File: config.mk
export PLATFORM = sky130hd
export DESIGN_NAME = macd_indicator_flat
export DESIGN_NICKNAME = d
export VERILOG_FILES = /design/src/rtl/macd_pkg.sv /design/src/rtl/macd_sample_if.sv /design/src/rtl/macd_result_if.sv /design/src/rtl/macd_ema_unit.sv /design/src/rtl/macd_ctrl.sv /design/src/rtl/macd_indicator.sv /design/src/flat_wrapper.sv
export SDC_FILE = /design/constraint.sdc
export NUM_CORES = 2
export LEC_CHECK = 0
export CORE_MARGIN = 2
export CORE_UTILIZATION = 60
export CTS_CLUSTER_SIZE = 24
export DETAILED_ROUTE_END_ITERATION = 7
export DONT_BUFFER_PORTS = 1
export PLACE_DENSITY = 0.79
export SYNTH_ARGS = -nofsm -noshare
export SYNTH_HDL_FRONTEND = slang
export SYNTH_SLANG_ARGS = --single-unit
File: constraint.sdc
create_clock -name clk -period 10.86 [get_ports clk]
set_input_delay 1.629 -clock clk [delete_from_list [all_inputs] [get_ports clk]]
set_output_delay 1.629 -clock clk [all_outputs]
set_load 0.01 [all_outputs]
File: src/rtl/macd_pkg.sv
`timescale 1ns / 1ps
// macd_pkg: shared types, constants and helpers for the macd indicator
// used by the channel interfaces, the sequencer, the ema unit and the top level

package macd_pkg;

    localparam int PRICE_W          = 32;
    localparam int CFG_DATA_W       = 17;
    localparam int CFG_ADDR_W       = 2;
    localparam int COEFF_FRAC_DEF   = 16;

    localparam logic [CFG_DATA_W-1:0] FAST_ALPHA_RST   = 17'd10082;
    localparam logic [CFG_DATA_W-1:0] SLOW_ALPHA_RST   = 17'd4855;
    localparam logic [CFG_DATA_W-1:0] SIGNAL_ALPHA_RST = 17'd13107;

    typedef enum logic [CFG_ADDR_W-1:0] {
        REG_FAST_ALPHA   = 2'd0,
        REG_SLOW_ALPHA   = 2'd1,
        REG_SIGNAL_ALPHA = 2'd2,
        REG_UNUSED       = 2'd3
    } cfg_reg_t;

    typedef enum logic [2:0] {
        ST_IDLE,
        ST_MUL_FAST,
        ST_MUL_SLOW,
        ST_ADD_SLOW,
        ST_LINE,
        ST_MUL_SIG,
        ST_ADD_SIG,
        ST_OUT
    } state_t;

    typedef enum logic [1:0] {
        OP_FAST,
        OP_SLOW,
        OP_SIG
    } op_sel_t;

    typedef struct packed {
        logic    sample_ready;
        logic    mul_en;
        op_sel_t op_sel;
        logic    fast_we;
        logic    slow_we;
        logic    line_we;
        logic    sig_we;
        logic    out_load;
    } ctrl_t;

    // clamp a 33-bit signed value into 32 bits
    function automatic logic signed [PRICE_W-1:0] sat32(input logic signed [PRICE_W:0] v);
        logic signed [PRICE_W-1:0] r;
        if (v[PRICE_W] != v[PRICE_W-1])
        begin
            r = v[PRICE_W] ? {1'b1, {(PRICE_W-1){1'b0}}} : {1'b0, {(PRICE_W-1){1'b1}}};
        end
        else
        begin
            r = v[PRICE_W-1:0];
        end
        return r;
    endfunction

endpackage

File: src/rtl/macd_sample_if.sv
`timescale 1ns / 1ps
// macd_sample_if: input channel carrying one price word
// depends on macd_pkg for field widths

interface macd_sample_if;
    import macd_pkg::*;

    logic                       valid;
    logic                       ready;
    logic signed [PRICE_W-1:0]  price;
    logic                       restart;

    modport source (output valid, output price, output restart, input ready);
    modport sink   (input valid, input price, input restart, output ready);
endinterface

File: src/rtl/macd_result_if.sv
`timescale 1ns / 1ps
// macd_result_if: output channel carrying the macd, signal and histogram word
// depends on macd_pkg for field widths

interface macd_result_if;
    import macd_pkg::*;

    logic                       valid;
    logic                       ready;
    logic signed [PRICE_W-1:0]  macd_line;
    logic signed [PRICE_W-1:0]  signal_line;
    logic signed [PRICE_W-1:0]  histogram;

    modport source (output valid, output macd_line, output signal_line, output histogram,
                    input ready);
    modport sink   (input valid, input macd_line, input signal_line, input histogram,
                    output ready);
endinterface

File: src/rtl/macd_ema_unit.sv
`timescale 1ns / 1ps
// macd_ema_unit: shared multiply and shift-add unit for one ema step
// depends on macd_pkg; product registered, update formed from the registers

module macd_ema_unit #(
    parameter int COEFF_FRACTION_BITS = macd_pkg::COEFF_FRAC_DEF
) (
    input  logic                                   clk,
    input  logic                                   mul_en,
    input  logic signed [macd_pkg::PRICE_W-1:0]    op_x,
    input  logic signed [macd_pkg::PRICE_W-1:0]    op_avg,
    input  logic [COEFF_FRACTION_BITS:0]           alpha,
    output logic signed [macd_pkg::PRICE_W-1:0]    avg_new
);
    import macd_pkg::*;

    localparam int DIFF_W = PRICE_W + 1;
    localparam int PROD_W = DIFF_W + COEFF_FRACTION_BITS + 2;

    logic signed [DIFF_W-1:0]  diff;
    logic signed [PROD_W-1:0]  prod;
    logic signed [PROD_W-1:0]  prod_reg;
    logic signed [PRICE_W-1:0] avg_reg;
    logic signed [PROD_W-1:0]  shifted;
    logic [PRICE_W+1:0]        sum;

    assign diff = {op_x[PRICE_W-1], op_x} - {op_avg[PRICE_W-1], op_avg};
    assign prod = PROD_W'(diff) * $signed({1'b0, alpha});

    always_ff @(posedge clk)
    begin
        if (mul_en)
        begin
            prod_reg <= prod;
            avg_reg  <= op_avg;
        end
    end

    // arithmetic shift floors; the step never exceeds the 33-bit difference
    assign shifted = prod_reg >>> COEFF_FRACTION_BITS;
    assign sum     = {{2{avg_reg[PRICE_W-1]}}, avg_reg} + shifted[PRICE_W+1:0];
    assign avg_new = sum[PRICE_W-1:0];

endmodule

File: src/rtl/macd_ctrl.sv
`timescale 1ns / 1ps
// macd_ctrl: sequencer stepping the shared ema unit through fast, slow and signal
// depends on macd_pkg for state and control types

module macd_ctrl (
    input  logic                clk,
    input  logic                rst_n,
    input  logic                sample_valid,
    input  logic                seed,
    input  logic                out_free,
    output macd_pkg::ctrl_t     ctrl
);
    import macd_pkg::*;

    state_t state_reg;
    state_t state_next;

    always_ff @(posedge clk or negedge rst_n)
    begin
        if (!rst_n)
        begin
            state_reg <= ST_IDLE;
        end
        else
        begin
            state_reg <= state_next;
        end
    end

    always_comb
    begin
        state_next = state_reg;
        unique case (state_reg)
            ST_IDLE:
            begin
                if (sample_valid)
                begin
                    state_next = seed ? ST_OUT : ST_MUL_FAST;
                end
            end
            ST_MUL_FAST: state_next = ST_MUL_SLOW;
            ST_MUL_SLOW: state_next = ST_ADD_SLOW;
            ST_ADD_SLOW: state_next = ST_LINE;
            ST_LINE:     state_next = ST_MUL_SIG;
            ST_MUL_SIG:  state_next = ST_ADD_SIG;
            ST_ADD_SIG:  state_next = ST_OUT;
            ST_OUT:
            begin
                if (out_free)
                begin
                    state_next = ST_IDLE;
                end
            end
            default:     state_next = ST_IDLE;
        endcase
    end

    always_comb
    begin
        ctrl = '0;
        ctrl.op_sel = OP_FAST;
        unique case (state_reg)
            ST_IDLE:     ctrl.sample_ready = 1'b1;
            ST_MUL_FAST:
            begin
                ctrl.mul_en = 1'b1;
                ctrl.op_sel = OP_FAST;
            end
            ST_MUL_SLOW:
            begin
                ctrl.fast_we = 1'b1;
                ctrl.mul_en  = 1'b1;
                ctrl.op_sel  = OP_SLOW;
            end
            ST_ADD_SLOW: ctrl.slow_we = 1'b1;
            ST_LINE:     ctrl.line_we = 1'b1;
            ST_MUL_SIG:
            begin
                ctrl.mul_en = 1'b1;
                ctrl.op_sel = OP_SIG;
            end
            ST_ADD_SIG:  ctrl.sig_we = 1'b1;
            ST_OUT:      ctrl.out_load = out_free;
            default:     ctrl = '0;
        endcase
    end

endmodule

File: src/rtl/macd_indicator.sv
`timescale 1ns / 1ps
// macd_indicator: fast, slow and signal ema over a price stream, one result word per sample
// sequence: each word steps through mul fast, mul slow, add slow, line, mul sig, add sig,
// out; a series start word goes straight to out; one shared multiplier serves all three
// emas in turn, so a new sample is taken only once the sequencer is back in idle
// reset: averages and primed flag clear, alpha registers load their default periods
// depends on macd_pkg, macd_sample_if, macd_result_if, macd_ctrl, macd_ema_unit

module macd_indicator #(
    parameter int COEFF_FRACTION_BITS = macd_pkg::COEFF_FRAC_DEF
) (
    input  logic                                clk,
    input  logic                                rst_n,
    macd_sample_if.sink                         sample,
    macd_result_if.source                       result,
    input  logic                                cfg_en,
    input  logic [macd_pkg::CFG_ADDR_W-1:0]     cfg_addr,
    input  logic [macd_pkg::CFG_DATA_W-1:0]     cfg_data
);
    import macd_pkg::*;

    localparam int ALPHA_W = COEFF_FRACTION_BITS + 1;
    localparam int CMP_W   = (ALPHA_W > CFG_DATA_W) ? ALPHA_W : CFG_DATA_W;
    localparam logic [CMP_W-1:0] ALPHA_ONE = CMP_W'(1) << COEFF_FRACTION_BITS;

    logic [CFG_DATA_W-1:0]      fast_alpha_reg;
    logic [CFG_DATA_W-1:0]      slow_alpha_reg;
    logic [CFG_DATA_W-1:0]      signal_alpha_reg;

    logic signed [PRICE_W-1:0]  x_reg;
    logic signed [PRICE_W-1:0]  fast_reg;
    logic signed [PRICE_W-1:0]  slow_reg;
    logic signed [PRICE_W-1:0]  line_reg;
    logic signed [PRICE_W-1:0]  sig_reg;
    logic                       primed_reg;

    logic                       out_valid_reg;
    logic signed [PRICE_W-1:0]  macd_line_reg;
    logic signed [PRICE_W-1:0]  signal_line_reg;
    logic signed [PRICE_W-1:0]  histogram_reg;

    ctrl_t                      ctrl;
    logic                       seed;
    logic                       accept;
    logic                       out_free;
    logic signed [PRICE_W-1:0]  op_x;
    logic signed [PRICE_W-1:0]  op_avg;
    logic [CFG_DATA_W-1:0]      alpha_raw;
    logic [CMP_W-1:0]           alpha_ext;
    logic [ALPHA_W-1:0]         alpha;
    logic signed [PRICE_W-1:0]  avg_new;

    assign seed     = sample.restart || !primed_reg;
    assign accept   = sample.valid && ctrl.sample_ready;
    assign out_free = !out_valid_reg || result.ready;

    assign sample.ready       = ctrl.sample_ready;
    assign result.valid       = out_valid_reg;
    assign result.macd_line   = macd_line_reg;
    assign result.signal_line = signal_line_reg;
    assign result.histogram   = histogram_reg;

    macd_ctrl u_ctrl (
        .clk          (clk),
        .rst_n        (rst_n),
        .sample_valid (sample.valid),
        .seed         (seed),
        .out_free     (out_free),
        .ctrl         (ctrl)
    );

    // operand select for the shared unit
    always_comb
    begin
        case (ctrl.op_sel)
            OP_SLOW:
            begin
                op_x      = x_reg;
                op_avg    = slow_reg;
                alpha_raw = slow_alpha_reg;
            end
            OP_SIG:
            begin
                op_x      = line_reg;
                op_avg    = sig_reg;
                alpha_raw = signal_alpha_reg;
            end
            default:
            begin
                op_x      = x_reg;
                op_avg    = fast_reg;
                alpha_raw = fast_alpha_reg;
            end
        endcase
    end

    // alpha above one is clamped to exactly one
    assign alpha_ext = CMP_W'(alpha_raw);
    assign alpha     = (alpha_ext > ALPHA_ONE) ? ALPHA_ONE[ALPHA_W-1:0] : alpha_ext[ALPHA_W-1:0];

    macd_ema_unit #(
        .COEFF_FRACTION_BITS (COEFF_FRACTION_BITS)
    ) u_ema (
        .clk     (clk),
        .mul_en  (ctrl.mul_en),
        .op_x    (op_x),
        .op_avg  (op_avg),
        .alpha   (alpha),
        .avg_new (avg_new)
    );

    always_ff @(posedge clk or negedge rst_n)
    begin
        if (!rst_n)
        begin
            fast_alpha_reg   <= FAST_ALPHA_RST;
            slow_alpha_reg   <= SLOW_ALPHA_RST;
            signal_alpha_reg <= SIGNAL_ALPHA_RST;
        end
        else if (cfg_en)
        begin
            unique case (cfg_reg_t'(cfg_addr))
                REG_FAST_ALPHA:   fast_alpha_reg   <= cfg_data;
                REG_SLOW_ALPHA:   slow_alpha_reg   <= cfg_data;
                REG_SIGNAL_ALPHA: signal_alpha_reg <= cfg_data;
                default:          ;
            endcase
        end
    end

    always_ff @(posedge clk or negedge rst_n)
    begin
        if (!rst_n)
        begin
            fast_reg   <= '0;
            slow_reg   <= '0;
            sig_reg    <= '0;
            line_reg   <= '0;
            primed_reg <= 1'b0;
        end
        else
        begin
            if (accept && seed)
            begin
                fast_reg   <= sample.price;
                slow_reg   <= sample.price;
                sig_reg    <= '0;
                line_reg   <= '0;
                primed_reg <= 1'b1;
            end
            if (ctrl.fast_we)
            begin
                fast_reg <= avg_new;
            end
            if (ctrl.slow_we)
            begin
                slow_reg <= avg_new;
            end
            if (ctrl.line_we)
            begin
                line_reg <= sat32({fast_reg[PRICE_W-1], fast_reg}
                                  - {slow_reg[PRICE_W-1], slow_reg});
            end
            if (ctrl.sig_we)
            begin
                sig_reg <= avg_new;
            end
        end
    end

    always_ff @(posedge clk)
    begin
        if (accept)
        begin
            x_reg <= sample.price;
        end
    end

    always_ff @(posedge clk or negedge rst_n)
    begin
        if (!rst_n)
        begin
            out_valid_reg <= 1'b0;
        end
        else if (ctrl.out_load)
        begin
            out_valid_reg <= 1'b1;
        end
        else if (result.ready)
        begin
            out_valid_reg <= 1'b0;
        end
    end

    always_ff @(posedge clk)
    begin
        if (ctrl.out_load)
        begin
            macd_line_reg   <= line_reg;
            signal_line_reg <= sig_reg;
            histogram_reg   <= sat32({line_reg[PRICE_W-1], line_reg}
                                     - {sig_reg[PRICE_W-1], sig_reg});
        end
    end

endmodule
File: src/flat_wrapper.sv
// flat-port wrapper written by rule: the top's interface ports become plain ports
module macd_indicator_flat import macd_pkg::*;
#(
    parameter int COEFF_FRACTION_BITS = macd_pkg::COEFF_FRAC_DEF
)
  (clk, rst_n, cfg_en, cfg_addr, cfg_data, sample_valid, sample_price, sample_restart, sample_ready, result_valid, result_macd_line, result_signal_line, result_histogram, result_ready);
  macd_sample_if sample_i ();
  macd_result_if result_i ();
  input  logic clk;
  input  logic rst_n;
  input  logic cfg_en;
  input  logic [macd_pkg::CFG_ADDR_W-1:0] cfg_addr;
  input  logic [macd_pkg::CFG_DATA_W-1:0] cfg_data;
  input wire logic [$bits(sample_i.valid)-1:0] sample_valid;
  input wire logic [$bits(sample_i.price)-1:0] sample_price;
  input wire logic [$bits(sample_i.restart)-1:0] sample_restart;
  output wire logic [$bits(sample_i.ready)-1:0] sample_ready;
  output wire logic [$bits(result_i.valid)-1:0] result_valid;
  output wire logic [$bits(result_i.macd_line)-1:0] result_macd_line;
  output wire logic [$bits(result_i.signal_line)-1:0] result_signal_line;
  output wire logic [$bits(result_i.histogram)-1:0] result_histogram;
  input wire logic [$bits(result_i.ready)-1:0] result_ready;
  assign sample_i.valid = sample_valid;
  assign sample_i.price = sample_price;
  assign sample_i.restart = sample_restart;
  assign sample_ready = sample_i.ready;
  assign result_valid = result_i.valid;
  assign result_macd_line = result_i.macd_line;
  assign result_signal_line = result_i.signal_line;
  assign result_histogram = result_i.histogram;
  assign result_i.ready = result_ready;
  macd_indicator #(.COEFF_FRACTION_BITS(COEFF_FRACTION_BITS)) u_core (.clk(clk), .rst_n(rst_n), .sample(sample_i), .result(result_i), .cfg_en(cfg_en), .cfg_addr(cfg_addr), .cfg_data(cfg_data));
endmodule
==> impl_results.html <==
<table>
<tr><th>Metric</th><th>Value</th></tr>
<tr><th colspan="2">Run status</th></tr>
<tr><td>Outcome</td><td>finished clean</td></tr>
<tr><th colspan="2">Global route</th></tr>
<tr><td>Global routing met3 resource utilization</td><td>0.0576</td></tr>
<tr><td>First-pass GRT wire length</td><td>168,000 µm</td></tr>
<tr><td>Number of global-route vias before repair</td><td>30,700</td></tr>
<tr><td>Most Used Layer, Global Route</td><td>met2</td></tr>
<tr><td>Tot GR Track Use</td><td>0.322</td></tr>
<tr><td>Global-route met1 utilization</td><td>0.426</td></tr>
<tr><td>GR Layer Usage met2</td><td>0.519</td></tr>
<tr><td>Number of antenna violations at the first check in global routing</td><td>0</td></tr>
<tr><td>Largest net degree at the start of global routing</td><td>185</td></tr>
<tr><td>Congestion Overflow GR</td><td>0</td></tr>
<tr><th colspan="2">Critical path</th></tr>
<tr><td>Startpoint types</td><td>register</td></tr>
<tr><td>Worst-path cell with the longest stage delay</td><td>sky130_fd_sc_hd__fa_1</td></tr>
<tr><td>Timing startpoint of the critical path</td><td>u_core.u_ctrl.state_reg[0]$_DFFE_PN0P_</td></tr>
<tr><td>Biggest fanout along the worst timing path</td><td>52</td></tr>
<tr><td>Type of the worst setup path</td><td>reg2reg</td></tr>
<tr><td>Critical Path Sink</td><td>u_core.u_ema.prod_reg[47]$_DFFE_PP_</td></tr>
<tr><td>Critical R2R Capture</td><td>u_core.u_ema.prod_reg[47]$_DFFE_PP_</td></tr>
<tr><td>Worst r2r src</td><td>u_core.u_ctrl.state_reg[0]$_DFFE_PN0P_</td></tr>
<tr><td>Arrival time at the worst endpoint</td><td>10,750 ps</td></tr>
<tr><td>Critical Path Most Common Cell</td><td>sky130_fd_sc_hd__fa_1</td></tr>
<tr><td>Endpoint required time on the critical path</td><td>11,170 ps</td></tr>
<tr><td>Delay of the slowest cell on the worst path</td><td>540 ps</td></tr>
<tr><td>R2r worst-path depth</td><td>35</td></tr>
<tr><td>Crit path capture type</td><td>register</td></tr>
<tr><td>Flop-to-flop setup slack</td><td>420 ps</td></tr>
<tr><th colspan="2">CTS</th></tr>
<tr><td>CTS tree</td><td>yes</td></tr>
<tr><td>Clock input transition at the sequential cells of the worst setup and hold paths</td><td>60 ps</td></tr>
<tr><td>Maximum buffer depth of the clock tree</td><td>3</td></tr>
<tr><td>Insertion delay of the later-clocked pin in the worst-skew pair</td><td>580 ps</td></tr>
<tr><td>Cell at the root of the clock tree</td><td>sky130_fd_sc_hd__clkbuf_16</td></tr>
<tr><td>Number of levels in the clock H-tree</td><td>2</td></tr>
<tr><td>Clock buffers created by TritonCTS</td><td>38</td></tr>
<tr><td>TritonCTS sink count</td><td>376</td></tr>
<tr><th colspan="2">Cells and area</th></tr>
<tr><td>Count of antenna diodes in the layout</td><td>0</td></tr>
<tr><td>Area overhead of the layout relative to synthesis</td><td>7.02%</td></tr>
<tr><td>Fraction of final layout cells with drive strength greater than 1</td><td>0.0824</td></tr>
<tr><td>Final Net Count</td><td>4,934</td></tr>
<tr><th colspan="2">Synthesis</th></tr>
<tr><td>Fraction of post-synthesis cell area in the top cell type by area</td><td>0.264</td></tr>
<tr><td>Post-synthesis register bit count</td><td>376</td></tr>
<tr><td>Number of synthesis warnings</td><td>0</td></tr>
<tr><td>Leading post-synthesis cells by cell area</td><td>sky130_fd_sc_hd__fa_1 26%, sky130_fd_sc_hd__edfxtp_1 15%, sky130_fd_sc_hd__dfrtp_1 10%</td></tr>
<tr><td>Share of synthesized area occupied by flip-flops and latches</td><td>0.265</td></tr>
<tr><td>Post-Synthesis Net Count</td><td>4,948</td></tr>
<tr><td>Synthesized area</td><td>39,300 µm²</td></tr>
<tr><td>Number of enable-type register cells in the synthesized netlist</td><td>192</td></tr>
<tr><td>Cell count after synthesis</td><td>4,136</td></tr>
<tr><td>Top_reg_cell synth</td><td>sky130_fd_sc_hd__edfxtp_1</td></tr>
<tr><td>Synth cell count leaders</td><td>737 x sky130_fd_sc_hd__inv_1, 518 x sky130_fd_sc_hd__fa_1, 447 x sky130_fd_sc_hd__nand2_1</td></tr>
<tr><td>Most frequently used cell type in the post-synthesis netlist</td><td>sky130_fd_sc_hd__inv_1</td></tr>
<tr><td>Cell taking the most area after synthesis</td><td>sky130_fd_sc_hd__fa_1</td></tr>
<tr><td>Number of distinct standard cells referenced by the synthesized netlist</td><td>78</td></tr>
<tr><td>Synth async-reset ratio</td><td>0.489</td></tr>
<tr><td>Average footprint of a synthesized cell</td><td>9.50 µm²</td></tr>
<tr><th colspan="2">Place</th></tr>
<tr><td>RD Place Congestion</td><td>0.996</td></tr>
<tr><td>HPWL Detailed</td><td>84,500 µm</td></tr>
<tr><td># port buffers</td><td>0</td></tr>
<tr><th colspan="2">Route</th></tr>
<tr><td>Number of DRC violations after detailed-routing iteration 0</td><td>3,586</td></tr>
<tr><td>Average vias per placed instance</td><td>6.00</td></tr>
<tr><td>Average wire per standard cell</td><td>21.3 µm</td></tr>
<tr><td>Wire length after detailed routing</td><td>107,000 µm</td></tr>
<tr><td>Detailed-route via count</td><td>30,000</td></tr>
<tr><td>TritonRoute pass-1 iters</td><td>6</td></tr>
<tr><td>DRC Markers</td><td>0</td></tr>
<tr><td>Antenna viol nets, final</td><td>0</td></tr>
<tr><th colspan="2">Floorplanning</th></tr>
<tr><td>Full die area</td><td>67,500 µm²</td></tr>
<tr><td>Ports</td><td>155</td></tr>
<tr><td>Die Ht</td><td>260 µm</td></tr>
<tr><td>Standard-cell rows</td><td>93</td></tr>
<tr><td>Die Width</td><td>260 µm</td></tr>
<tr><td>Placeable core region</td><td>64,600 µm²</td></tr>
<tr><td>Starting Density</td><td>0.608</td></tr>
<tr><th colspan="2">STA</th></tr>
<tr><td>Final worst path period need</td><td>10,440 ps</td></tr>
<tr><td>Post-route clock skew</td><td>27.5 ps</td></tr>
<tr><td>Total Neg Setup Slack</td><td>0 ps</td></tr>
<tr><td>Final Hold Viols</td><td>0</td></tr>
<tr><td>Period utilization</td><td>0.962</td></tr>
<tr><td>Transition time of the tightest slew-check pin</td><td>1290 ps</td></tr>
<tr><td>Relative max-transition margin</td><td>0.143</td></tr>
<tr><td>Pins Over Slew Limit</td><td>0</td></tr>
<tr><td>Worst Hold Slack</td><td>507 ps</td></tr>
<tr><td>Timing-limited maximum frequency</td><td>95.8 MHz</td></tr>
<tr><td>Final setup violation count</td><td>0</td></tr>
<tr><th colspan="2">Min path</th></tr>
<tr><td>Hold Path Class</td><td>reg2reg</td></tr>
<tr><th colspan="2">Run</th></tr>
<tr><td>Max-Cap Viols</td><td>0</td></tr>
</table>
## per-stage QoR
step | utilization | area [µm²] | worst slack (ps) | instances
6_report | 0.651 | 42000 | 417 | 5007
3_5_place_dp | 0.629 | 40600 | 147 | 4936
3_3_place_gp | 0.629 | 40600 | 377 | 4936
5_1_grt | 0.651 | 42000 | -22.3 | 5007
4_1_cts | 0.649 | 41900 | 109 | 5006
2_1_floorplan | - | 39300 | 294 | 4136
## layout make-up
class | count | area, µm²
clock buffer | 53 | 1120
timing repair buffer | 110 | 858
multi-input combinational | 2858 | 25600
tap | 855 | 1070
fill | 5054 | 22500
inverter | 738 | 2770
sequential | 376 | 10400
clock inverter | 17 | 185
## metal layers
layer | share of wire | up-vias
met3 | 0.10 | 316
met4 | 0.052 | 0
li1 | - | 13300
met2 | 0.46 | 1588
met5 | 0 | -
met1 | 0.38 | 14800
## worst max-delay path: cells and delay by family (launching register included)
family | cells | cell delay (ps)
AND/OR/NAND/NOR | 7 | 1540
XOR/XNOR | 2 | 680
multiplexers | 1 | 420
buffers and inverters | 7 | 970
flip-flops | 1 | 440
adder cells (fa/ha/maj) | 8 | 3780
AO/OA/AOI/OAI | 10 | 2330
## worst min-delay path by stage
stage	from	endpoint	slack (ps)	depth (start not counted)
after floorplan	u_core.primed_reg$_DFFE_PN0P_	u_core.primed_reg$_DFFE_PN0P_	440	1
after global placement	u_core.primed_reg$_DFFE_PN0P_	u_core.primed_reg$_DFFE_PN0P_	450	1
after detailed placement	u_core.line_reg[15]$_DFFE_PN0P_	u_core.result.macd_line[15]$_DFFE_PP_	490	0
after CTS	u_core.primed_reg$_DFFE_PN0P_	u_core.primed_reg$_DFFE_PN0P_	510	1
after global routing	u_core.primed_reg$_DFFE_PN0P_	u_core.primed_reg$_DFFE_PN0P_	520	1
final	u_core.slow_alpha_reg[10]$_DFFE_PN0P_	u_core.slow_alpha_reg[10]$_DFFE_PN0P_	510	1
## cell usage in the layout, fill, tap and decap left out, drive strengths merged, types with 6 or more instances in the layout
master / count
nor2: 385
a211oi: 12
mux2i: 12
a21boi: 6
ha: 237
maj3: 10
fa: 518
a21oi: 217
mux2: 83
dfrtp: 160
a31oi: 22
nor2b: 17
or2: 14
o21ai: 152
clkbuf: 53
edfxtp: 192
nor3: 27
nand4: 19
nand2b: 50
and2: 57
nor3b: 10
a221oi: 33
o31ai: 27
buf: 110
o21bai: 18
xnor2: 108
or3: 18
xor2: 64
clkinv: 10
a22o: 16
nand3: 40
and3: 35
o211ai: 20
o22ai: 7
dfstp: 24
inv: 740
nand2: 447
a21o: 82
o21a: 25
## repair_timing
item                                   CTS  global route
endpoints found under the hold margin    0             0
setup buffers                            0             1
hold buffers                             0             0
resized for setup                        0            21
setup endpoints to repair                0            18
## cell families (layout without fill, tap and decap cells)
kind of cell             after synthesis  after routing  synth area share
XOR/XNOR                             173            173            0.0391
adder cells (fa/ha/maj)              765            765             0.342
multiplexers                          95             95            0.0269
AO/OA/AOI/OAI                        691            691             0.113
AND/OR/NAND/NOR                     1134           1134             0.127
flip-flops                           376            376             0.265
buffers and inverters                902            918            0.0875
Power is not shown: default switching activity piles up to over one toggle a cycle in this logic, so the estimate is an artifact.
